`src/sv/frame_dirty_tile_detector_top_defines.svh`:
```
// Assertion macros of the frame dirty tile detector, used by the flag module.
`ifndef FRAME_DIRTY_TILE_DETECTOR_TOP_DEFINES_SVH
`define FRAME_DIRTY_TILE_DETECTOR_TOP_DEFINES_SVH

// Same-cycle implication, checked on clk and disabled while arst_n is low.
`define FDTD_ASSERT_IMP(label, ante, cons, msg) \
	label: assert property (@(posedge clk) disable iff (!arst_n) (ante) |-> (cons)) \
		else $error(msg);

// Next-cycle implication, checked on clk and disabled while arst_n is low.
`define FDTD_ASSERT_NXT(label, ante, cons, msg) \
	label: assert property (@(posedge clk) disable iff (!arst_n) (ante) |=> (cons)) \
		else $error(msg);

`endif

```
`src/sv/fdtd_pkg.sv`:
```
// Shared constants, types and helpers of the frame dirty tile detector.
package fdtd_pkg;

	localparam int MAX_WIDTH  = 512;
	localparam int MAX_HEIGHT = 512;
	localparam int PIXEL_BITS = 16;
	localparam int TILE_LIMIT = 64;

	localparam int PIX_W      = 16;
	localparam int CFG_DIM_W  = 10;
	localparam int CFG_TILE_W = 7;
	localparam int POS_W      = 9;
	localparam int IN_TILE_W  = 6;
	localparam int COUNT_W    = 19;
	localparam int COL_AW     = $clog2(MAX_WIDTH);
	localparam int ONES_W     = $clog2(MAX_WIDTH + 1);
	localparam int APB_AW     = 4;
	localparam int APB_DW     = 32;

	localparam logic [PIX_W-1:0] PIX_MASK = PIX_W'((33'd1 << PIXEL_BITS) - 33'd1);

	localparam logic [CFG_DIM_W-1:0]  FRAME_WIDTH_RST  = CFG_DIM_W'(480);
	localparam logic [CFG_DIM_W-1:0]  FRAME_HEIGHT_RST = CFG_DIM_W'(320);
	localparam logic [CFG_TILE_W-1:0] TILE_EDGE_RST    = CFG_TILE_W'(16);

	typedef enum logic [1:0] {
		REG_FRAME_WIDTH  = 2'd0,
		REG_FRAME_HEIGHT = 2'd1,
		REG_TILE_EDGE    = 2'd2
	} cfg_reg_t;

	// Position decode for the pixel pair at the head of the input channel.
	typedef struct packed {
		logic              tx_end;
		logic              ty_end;
		logic              row_end;
		logic              col_end;
		logic              emit;
		logic              done;
		logic [POS_W-1:0]  tile_x;
		logic [POS_W-1:0]  tile_y;
		logic [COL_AW-1:0] col;
		logic [COL_AW-1:0] next_col;
	} pos_info_t;

	// Zero acts as one, anything above the limit acts as the limit.
	function automatic logic [CFG_DIM_W-1:0] clamp_dim(input logic [CFG_DIM_W-1:0] v,
			input logic [CFG_DIM_W-1:0] hi);
		logic [CFG_DIM_W-1:0] r;
		if (v == '0) begin
			r = CFG_DIM_W'(1);
		end else if (v > hi) begin
			r = hi;
		end else begin
			r = v;
		end
		return r;
	endfunction

	function automatic logic [CFG_TILE_W-1:0] clamp_tile(input logic [CFG_TILE_W-1:0] v);
		logic [CFG_TILE_W-1:0] r;
		if (v == '0) begin
			r = CFG_TILE_W'(1);
		end else if (v > CFG_TILE_W'(TILE_LIMIT)) begin
			r = CFG_TILE_W'(TILE_LIMIT);
		end else begin
			r = v;
		end
		return r;
	endfunction

endpackage

```
`src/sv/fdtd_ram.sv`:
```
// Generic single-port-write, single-port-read RAM with registered read data.
module fdtd_ram #(
	parameter int WIDTH = 1,
	parameter int DEPTH = 512
) (
	input  logic                     clk,
	input  logic                     we,
	input  logic [$clog2(DEPTH)-1:0] waddr,
	input  logic [WIDTH-1:0]         wdata,
	input  logic                     re,
	input  logic [$clog2(DEPTH)-1:0] raddr,
	output logic [WIDTH-1:0]         rdata
);

	logic [WIDTH-1:0] mem_q [DEPTH];

	always_ff @(posedge clk) begin
		if (we) begin
			mem_q[waddr] <= wdata;
		end
		if (re) begin
			rdata <= mem_q[raddr];
		end
	end

endmodule

```
`src/sv/fdtd_pos.sv`:
```
// Raster position counters and tile boundary decode.
module fdtd_pos
	import fdtd_pkg::*;
(
	input  logic                  clk,
	input  logic                  arst_n,
	input  logic                  adv,
	input  logic [CFG_DIM_W-1:0]  frame_width,
	input  logic [CFG_DIM_W-1:0]  frame_height,
	input  logic [CFG_TILE_W-1:0] tile_edge,
	output pos_info_t             info
);

	logic [POS_W-1:0]      pixel_x_q, pixel_y_q;
	logic [IN_TILE_W-1:0]  in_tile_x_q, in_tile_y_q;
	logic [POS_W-1:0]      tile_x_q, tile_y_q;
	logic [CFG_DIM_W-1:0]  w_m1, h_m1;
	logic [CFG_TILE_W-1:0] ts_m1;

	assign w_m1  = clamp_dim(frame_width, CFG_DIM_W'(MAX_WIDTH)) - CFG_DIM_W'(1);
	assign h_m1  = clamp_dim(frame_height, CFG_DIM_W'(MAX_HEIGHT)) - CFG_DIM_W'(1);
	assign ts_m1 = clamp_tile(tile_edge) - CFG_TILE_W'(1);

	// Edges compare with "at or beyond" so a counter left large by a
	// reconfiguration wraps on the next pixel.
	always_comb begin
		info          = '0;
		info.row_end  = {1'b0, pixel_x_q} >= w_m1;
		info.col_end  = {1'b0, pixel_y_q} >= h_m1;
		info.tx_end   = info.row_end || ({1'b0, in_tile_x_q} >= ts_m1);
		info.ty_end   = info.col_end || ({1'b0, in_tile_y_q} >= ts_m1);
		info.emit     = info.tx_end && info.ty_end;
		info.done     = info.row_end && info.col_end;
		info.tile_x   = tile_x_q;
		info.tile_y   = tile_y_q;
		info.col      = COL_AW'(tile_x_q % MAX_WIDTH);
		info.next_col = info.row_end ? '0 : COL_AW'((tile_x_q + POS_W'(1)) % MAX_WIDTH);
	end

	always_ff @(posedge clk or negedge arst_n) begin
		if (!arst_n) begin
			pixel_x_q   <= '0;
			pixel_y_q   <= '0;
			in_tile_x_q <= '0;
			in_tile_y_q <= '0;
			tile_x_q    <= '0;
			tile_y_q    <= '0;
		end else if (adv) begin
			if (info.row_end) begin
				pixel_x_q   <= '0;
				in_tile_x_q <= '0;
				tile_x_q    <= '0;
				if (info.col_end) begin
					pixel_y_q   <= '0;
					in_tile_y_q <= '0;
					tile_y_q    <= '0;
				end else begin
					pixel_y_q <= pixel_y_q + POS_W'(1);
					if (info.ty_end) begin
						in_tile_y_q <= '0;
						tile_y_q    <= tile_y_q + POS_W'(1);
					end else begin
						in_tile_y_q <= in_tile_y_q + IN_TILE_W'(1);
					end
				end
			end else begin
				pixel_x_q <= pixel_x_q + POS_W'(1);
				if (info.tx_end) begin
					in_tile_x_q <= '0;
					tile_x_q    <= tile_x_q + POS_W'(1);
				end else begin
					in_tile_x_q <= in_tile_x_q + IN_TILE_W'(1);
				end
			end
		end
	end

endmodule

```
`src/sv/fdtd_flags.sv`:
```
// Per tile column dirty flags: flag memory, running segment flag and clearing pass.
`include "frame_dirty_tile_detector_top_defines.svh"

module fdtd_flags
	import fdtd_pkg::*;
(
	input  logic      clk,
	input  logic      arst_n,
	input  logic      adv,
	input  logic      diff,
	input  pos_info_t info,
	output logic      ready,
	output logic      tile_dirty
);

	localparam logic [COL_AW-1:0] CLR_LAST = COL_AW'(MAX_WIDTH - 1);

	logic              seg_start_q;
	logic              fwd_sel_q;
	logic              fwd_val_q;
	logic              acc_q;
	logic              old_q;
	logic [ONES_W-1:0] ones_q;
	logic              clr_busy_q;
	logic [COL_AW-1:0] clr_ptr_q;

	logic              ram_rdata;
	logic              stored_now;
	logic              old_now;
	logic              acc_now;
	logic              wr;
	logic              wr_val;
	logic              fwd_hit;
	logic [ONES_W-1:0] ones_next;
	logic              ram_we;
	logic [COL_AW-1:0] ram_waddr;
	logic              ram_wdata;

	// The stored flag of a column is fetched when the previous segment ends;
	// it is taken from the write itself when the next column is the same one.
	assign stored_now = fwd_sel_q ? fwd_val_q : ram_rdata;
	assign old_now    = seg_start_q ? stored_now : old_q;
	assign acc_now    = (seg_start_q ? stored_now : acc_q) | diff;
	assign tile_dirty = acc_now;

	assign wr      = adv && info.tx_end;
	assign wr_val  = info.ty_end ? 1'b0 : acc_now;
	assign fwd_hit = info.done || (info.next_col == info.col);

	// Count of set entries in memory, so a frame end only sweeps when needed.
	always_comb begin
		ones_next = ones_q;
		if (wr && wr_val && !old_now) begin
			ones_next = ones_q + ONES_W'(1);
		end else if (wr && !wr_val && old_now) begin
			ones_next = ones_q - ONES_W'(1);
		end
	end

	assign ram_we    = clr_busy_q || wr;
	assign ram_waddr = clr_busy_q ? clr_ptr_q : info.col;
	assign ram_wdata = clr_busy_q ? 1'b0 : wr_val;
	assign ready     = !clr_busy_q;

	fdtd_ram #(
		.WIDTH(1),
		.DEPTH(MAX_WIDTH)
	) u_flag_ram (
		.clk  (clk),
		.we   (ram_we),
		.waddr(ram_waddr),
		.wdata(ram_wdata),
		.re   (wr && !fwd_hit),
		.raddr(info.next_col),
		.rdata(ram_rdata)
	);

	always_ff @(posedge clk or negedge arst_n) begin
		if (!arst_n) begin
			seg_start_q <= 1'b1;
			fwd_sel_q   <= 1'b1;
			fwd_val_q   <= 1'b0;
			acc_q       <= 1'b0;
			old_q       <= 1'b0;
			ones_q      <= '0;
			clr_busy_q  <= 1'b1;
			clr_ptr_q   <= '0;
		end else begin
			if (clr_busy_q) begin
				clr_ptr_q <= clr_ptr_q + COL_AW'(1);
				if (clr_ptr_q == CLR_LAST) begin
					clr_busy_q <= 1'b0;
					ones_q     <= '0;
				end
			end else if (adv) begin
				ones_q <= ones_next;
				if (wr) begin
					seg_start_q <= 1'b1;
					fwd_sel_q   <= fwd_hit;
					fwd_val_q   <= info.done ? 1'b0 : wr_val;
				end else begin
					seg_start_q <= 1'b0;
					acc_q       <= acc_now;
					old_q       <= old_now;
				end
				if (info.done && (ones_next != '0)) begin
					clr_busy_q <= 1'b1;
					clr_ptr_q  <= '0;
				end
			end
		end
	end

	`FDTD_ASSERT_IMP(a_no_xfer_in_clear, clr_busy_q, !adv, "pixel transfer during flag clearing pass")
	`FDTD_ASSERT_NXT(a_clear_ends_empty, clr_busy_q && (clr_ptr_q == CLR_LAST), !clr_busy_q && (ones_q == '0), "flag clearing pass did not end with an empty count")
	`FDTD_ASSERT_IMP(a_ones_bounded, 1'b1, ones_q <= ONES_W'(MAX_WIDTH), "set flag count exceeds the number of columns")

endmodule

```
`src/sv/frame_dirty_tile_detector_top.sv`:
```
// A tile's result is registered on its last pixel pair. Throughput: one pixel pair per
// cycle unless a clearing pass or a waiting result holds it; the flag memory is read for
// the next tile column at the end of each segment, so consecutive transfers never wait
// on the read. Reset: all but the result registers take their defaults, then a clearing
// pass of the flag memory runs with in_ready low; a frame end leaving set flags repeats it.
module frame_dirty_tile_detector_top
	import fdtd_pkg::*;
(
	input  logic               clk,
	input  logic               arst_n,
	input  logic               psel,
	input  logic               penable,
	input  logic               pwrite,
	input  logic [APB_AW-1:0]  paddr,
	input  logic [APB_DW-1:0]  pwdata,
	output logic [APB_DW-1:0]  prdata,
	output logic               pready,
	input  logic               in_valid,
	output logic               in_ready,
	input  logic [PIX_W-1:0]   new_pixel,
	input  logic [PIX_W-1:0]   old_pixel,
	output logic               out_valid,
	input  logic               out_ready,
	output logic [POS_W-1:0]   tile_column,
	output logic [POS_W-1:0]   tile_row,
	output logic               tile_dirty,
	output logic [COUNT_W-1:0] dirty_count,
	output logic               frame_done
);

	logic [CFG_DIM_W-1:0]  frame_width_q;
	logic [CFG_DIM_W-1:0]  frame_height_q;
	logic [CFG_TILE_W-1:0] tile_edge_q;
	logic [COUNT_W-1:0]    dirty_total_q;
	logic                  out_valid_q;
	logic [POS_W-1:0]      tile_column_q;
	logic [POS_W-1:0]      tile_row_q;
	logic                  tile_dirty_q;
	logic [COUNT_W-1:0]    dirty_count_q;
	logic                  frame_done_q;

	pos_info_t             info;
	logic                  flags_ready;
	logic                  cur_dirty;
	logic                  diff;
	logic                  adv;
	logic                  cfg_wr;
	cfg_reg_t              cfg_addr;
	logic [COUNT_W-1:0]    count_next;

	assign pready   = 1'b1;
	assign cfg_wr   = psel && penable && pwrite;
	assign cfg_addr = cfg_reg_t'(paddr[3:2]);

	always_ff @(posedge clk or negedge arst_n) begin
		if (!arst_n) begin
			frame_width_q  <= FRAME_WIDTH_RST;
			frame_height_q <= FRAME_HEIGHT_RST;
			tile_edge_q    <= TILE_EDGE_RST;
		end else if (cfg_wr) begin
			case (cfg_addr)
				REG_FRAME_WIDTH:  frame_width_q  <= pwdata[CFG_DIM_W-1:0];
				REG_FRAME_HEIGHT: frame_height_q <= pwdata[CFG_DIM_W-1:0];
				REG_TILE_EDGE:    tile_edge_q    <= pwdata[CFG_TILE_W-1:0];
				default: ;
			endcase
		end
	end

	always_comb begin
		case (cfg_addr)
			REG_FRAME_WIDTH:  prdata = APB_DW'(frame_width_q);
			REG_FRAME_HEIGHT: prdata = APB_DW'(frame_height_q);
			REG_TILE_EDGE:    prdata = APB_DW'(tile_edge_q);
			default:          prdata = '0;
		endcase
	end

	assign diff = ((new_pixel ^ old_pixel) & PIX_MASK) != '0;

	// A pixel that finishes no tile is taken even while a result waits.
	assign in_ready = flags_ready && (!info.emit || !out_valid_q || out_ready);
	assign adv      = in_valid && in_ready;

	fdtd_pos u_pos (
		.clk         (clk),
		.arst_n      (arst_n),
		.adv         (adv),
		.frame_width (frame_width_q),
		.frame_height(frame_height_q),
		.tile_edge   (tile_edge_q),
		.info        (info)
	);

	fdtd_flags u_flags (
		.clk       (clk),
		.arst_n    (arst_n),
		.adv       (adv),
		.diff      (diff),
		.info      (info),
		.ready     (flags_ready),
		.tile_dirty(cur_dirty)
	);

	assign count_next = dirty_total_q + COUNT_W'(cur_dirty);

	always_ff @(posedge clk or negedge arst_n) begin
		if (!arst_n) begin
			dirty_total_q <= '0;
			out_valid_q   <= 1'b0;
		end else begin
			if (adv && info.emit) begin
				out_valid_q   <= 1'b1;
				dirty_total_q <= info.done ? '0 : count_next;
			end else if (out_ready) begin
				out_valid_q <= 1'b0;
			end
		end
	end

	always_ff @(posedge clk) begin
		if (adv && info.emit) begin
			tile_column_q <= info.tile_x;
			tile_row_q    <= info.tile_y;
			tile_dirty_q  <= cur_dirty;
			dirty_count_q <= count_next;
			frame_done_q  <= info.done;
		end
	end

	assign out_valid   = out_valid_q;
	assign tile_column = tile_column_q;
	assign tile_row    = tile_row_q;
	assign tile_dirty  = tile_dirty_q;
	assign dirty_count = dirty_count_q;
	assign frame_done  = frame_done_q;

endmodule

```
`config.mk`:
```
export PLATFORM = sky130hd
export DESIGN_NAME = frame_dirty_tile_detector_top
export DESIGN_NICKNAME = d
export VERILOG_FILES = /design/src/sv/fdtd_pkg.sv /design/src/sv/fdtd_ram.sv /design/src/sv/fdtd_pos.sv /design/src/sv/fdtd_flags.sv /design/src/sv/frame_dirty_tile_detector_top.sv
export VERILOG_INCLUDE_DIRS = /design/src /design/src/sv
export SDC_FILE = /design/constraint.sdc
export NUM_CORES = 1
export LEC_CHECK = 0
export ABC_AREA = 1
export ABC_CLOCK_PERIOD_IN_PS = 48400
export BUFFER_PORTS_ARGS = -buffer_cell sky130_fd_sc_hd__buf_4
export CORE_ASPECT_RATIO = 1.2
export CORE_MARGIN = 2
export CORE_UTILIZATION = 60
export DETAILED_ROUTE_END_ITERATION = 10
export PLACE_DENSITY_LB_ADDON = 0.1
export REMOVE_ABC_BUFFERS = 1
export SLEW_MARGIN = 25
export SYNTH_ARGS = -nofsm -noshare
export SYNTH_HDL_FRONTEND = slang
export SYNTH_SLANG_ARGS = --single-unit
export TNS_END_PERCENT = 50
```
`constraint.sdc`:
```
create_clock -name clk -period 48.4 [get_ports clk]
set_input_delay 4.84 -clock clk [delete_from_list [all_inputs] [get_ports clk]]
set_output_delay 4.84 -clock clk [all_outputs]
set_load 0.02 [all_outputs]
```
==> impl_metrics.toml <==
[sta]
tns_ns = 0
period_minus_slack_ns = 10.84
tightest_slew_ns = 1.11
setup_ws_ns = 37.56
fin_crit_sh = 0.224
finalMaxSlewViolations = 0
rsz0062_at_grt = "false"
hold_slack_ns = 0.478
worst_clock_skew_ns = 0.0211
final_hold_viol_count = 0
slew_headroom = 0.263
fmax_ghz = 0.0923
finalSetupViolations = 0

[placement]
pre_cts_slack_ns = 37.61
dp_cells = 3967
gp_congestion = 0.928
dp_hpwl_mm = 44.8
portBuffers = 101

[power]
p_leak_nw = 13.0
vdd_drop_max_mv = 0.104
power_density_nw_per_um2 = 68.2

[drt]
vias = 24400
totalWireLength_mm = 83.5
ant_nets = 0
drt_iter0_markers = 2504
route.detailed.drc = 0
avgRoutedWirePerCell_microns = 20.4
via_per_inst = 5.95
drt_first_pass_iters = 5

[cts]
numCtsBuffers = 70
insertion_delay_ns = 0.61
cts_sinks = 672
cts_root_buf = "clkbuf_16"
clk_pin_slew_worst_paths_ns = 0.06
h-tree-depth = 3
cts_tree = "done"
hold_buffers = 0
postCtsResizedCells = 0
cts_setup_buffers = 0
clock_path_buffers = 3

[synth]
synth_xor_area_frac = 0.0158
syn_avg_cell_area_sq_um = 9.85
ys_seq_area_frac = 0.599
synthCells = 3323
synth_top_family_by_area = "simple AND/OR/NAND/NOR gates"
syn_area_sq_um = 32700
synthFlopType = "edfxtp_1"
synth_edf_count = 552
muxShareOfSynthArea = 0
synth-seq-cells = 672
synth_fa_ha_area_frac = 0.0172
synthDistinctLibCells = 50
synthArstFlopShare = 0.179
synth-simple-area-share = 0.207
ys_warn_count = 0
synth_compound_area_frac = 0.103

[layout]
synthToLayoutAreaGrowth_pct = 10.4
layout_commonest_cell = "nor2_1"
drive_above_1_share = 0.122
nets = 3448
fin_cells = 4095
mostFrequentLayoutCells = "nor2_1 (708), edfxtp_1 (552), nand2_1 (378)"

[worst_setup_path]
worstPathMaxFanout = 8
crit_path_start = "paddr[3]"
reg2reg_to = "u_flags.u_flag_ram.rdata"
reg2reg_slack_ns = 40.68
path_class = "input port to output pin"
critPathCaptureType = "output pin"
r2r_start = "frame_width_q[4]"
critPathLaunchType = "input port"
cp.arrival_ns = 6.00
ff2ff_path_depth = 36
worstPathRequired_ns = 43.56

[floorplan]
io_pins = 149
die_y_microns = 260
core-area_sq_um = 53800
dieArea_sq_um = 56400
rows = 93
start_util = 0.609
die_w_microns = 217

[worst_hold_path]
min-delay-start = "u_flags.fwd_sel_q"
hold_depth = 2
hold_class = "flop to flop"
holdPathEnd = "u_flags.fwd_sel_q"

[flow_run]
drv_cap = 0

[global_routing]
overflow = 0
grt_max_degree = 233
antenna_found_initial = 0
grt_pass1_wl_mm = 128
grtUsageTotal = 0.296
grt_pass1_vias = 23900

[run_status]
outcome = "finished clean"
-- per-stage QoR --
stage	cell area, sq um	utilization	total power, mW
after detailed placement	33800	0.629	1.92
after global routing	36100	0.672	2.60
final	36100	0.672	2.46
after floorplan	31800	-	1.68
after global placement	33800	0.629	1.88
after CTS	36100	0.671	2.46
-- worst max-delay path, cell delays in order --
cell	delay, ns
buf_4	0.14
nor2_1	0.44
inv_1	0.17
o221ai_1	0.22
buf_4	0.18
-- synthesized netlist by cell type (11+ instances only) --
cell      instances  area [sq um]
nor2_1          711          2670
or2_2           122           763
clkbuf_1        141           529
edfxtp_1        552         16600
a21oi_1          36           180
nand3_1         241          1210
o21ai_0         224          1120
buf_2            42           210
nand4_1          19           119
o211ai_1        224          1680
o21bai_1         26           195
buf_1            14          52.6
nand2_1         379          1420
dfrtp_1         110          2750
xnor2_1          11          96.3
nor3_1           39           195
ha_1             45           563
xor2_1           48           420
buf_4            31           233
inv_1           219           822
-- worst max path at each step --
stage	end	slack [ns]	cells past startpoint
floorplan	u_flags.u_flag_ram.mem_q[0]	28.52	7
global placement	prdata[9]	37.58	5
detailed placement	prdata[2]	37.61	5
CTS	prdata[2]	37.61	5
global route	prdata[7]	37.51	5
finish	prdata[2]	37.56	5
-- state kept, by name, summed over array words and instances, names as in the netlist, 6 cells and up --
name,flops
frame_height_q,10
u_flags.clr_ptr_q,9
u_flags.u_flag_ram.mem_q,512
tile_edge_q,7
dirty_total_q,19
u_pos.pixel_y_q,9
u_pos.tile_y_q,9
u_pos.in_tile_y_q,6
tile_row,9
u_pos.pixel_x_q,9
dirty_count,19
frame_width_q,10
tile_column,9
u_pos.in_tile_x_q,6
u_flags.ones_q,10
u_pos.tile_x_q,9
-- kinds of logic after synthesis --
kind of cell	count (synthesis)
other cells	2
compound gates	535
buf+inv	457
xor+xnor	59
fa+ha+maj	45
flops	672
simple gates	1553
-- power breakdown --
group	switching (mW)	total (mW)	leakage [nW]	internal [mW]
logic	0.765	1.05	5.38	0.285
registers	0.0350	0.876	6.49	0.841
clock network	0.221	0.538	1.10	0.317
total	1.02	2.46	13.0	1.44
-- per-layer routing --
| metal | vias to the layer above | wire [microns] | global-route usage |
|---|---|---|---|
| li1 | 11400 | - | - |
| met1 | 11800 | 32200 | 0.366 |
| met2 | 959 | 41400 | 0.509 |
| met3 | 225 | 6330 | 0.0428 |
| met4 | 0 | 3620 | 0.147 |
| met5 | - | 0 | 0 |
-- layout make-up --
type	count	area, sq um
Clock inverter	33	353
Fill cell	4157	17700
Timing Repair Buffer	140	1100
Antenna cell	1	2.50
Multi-Input combinational cell	2215	11400
Inverter	229	863
Tap cell	712	891
Sequential cell	672	19600
Clock buffer	93	1920
No activity file was read; power rests on OpenSTA's default activity.
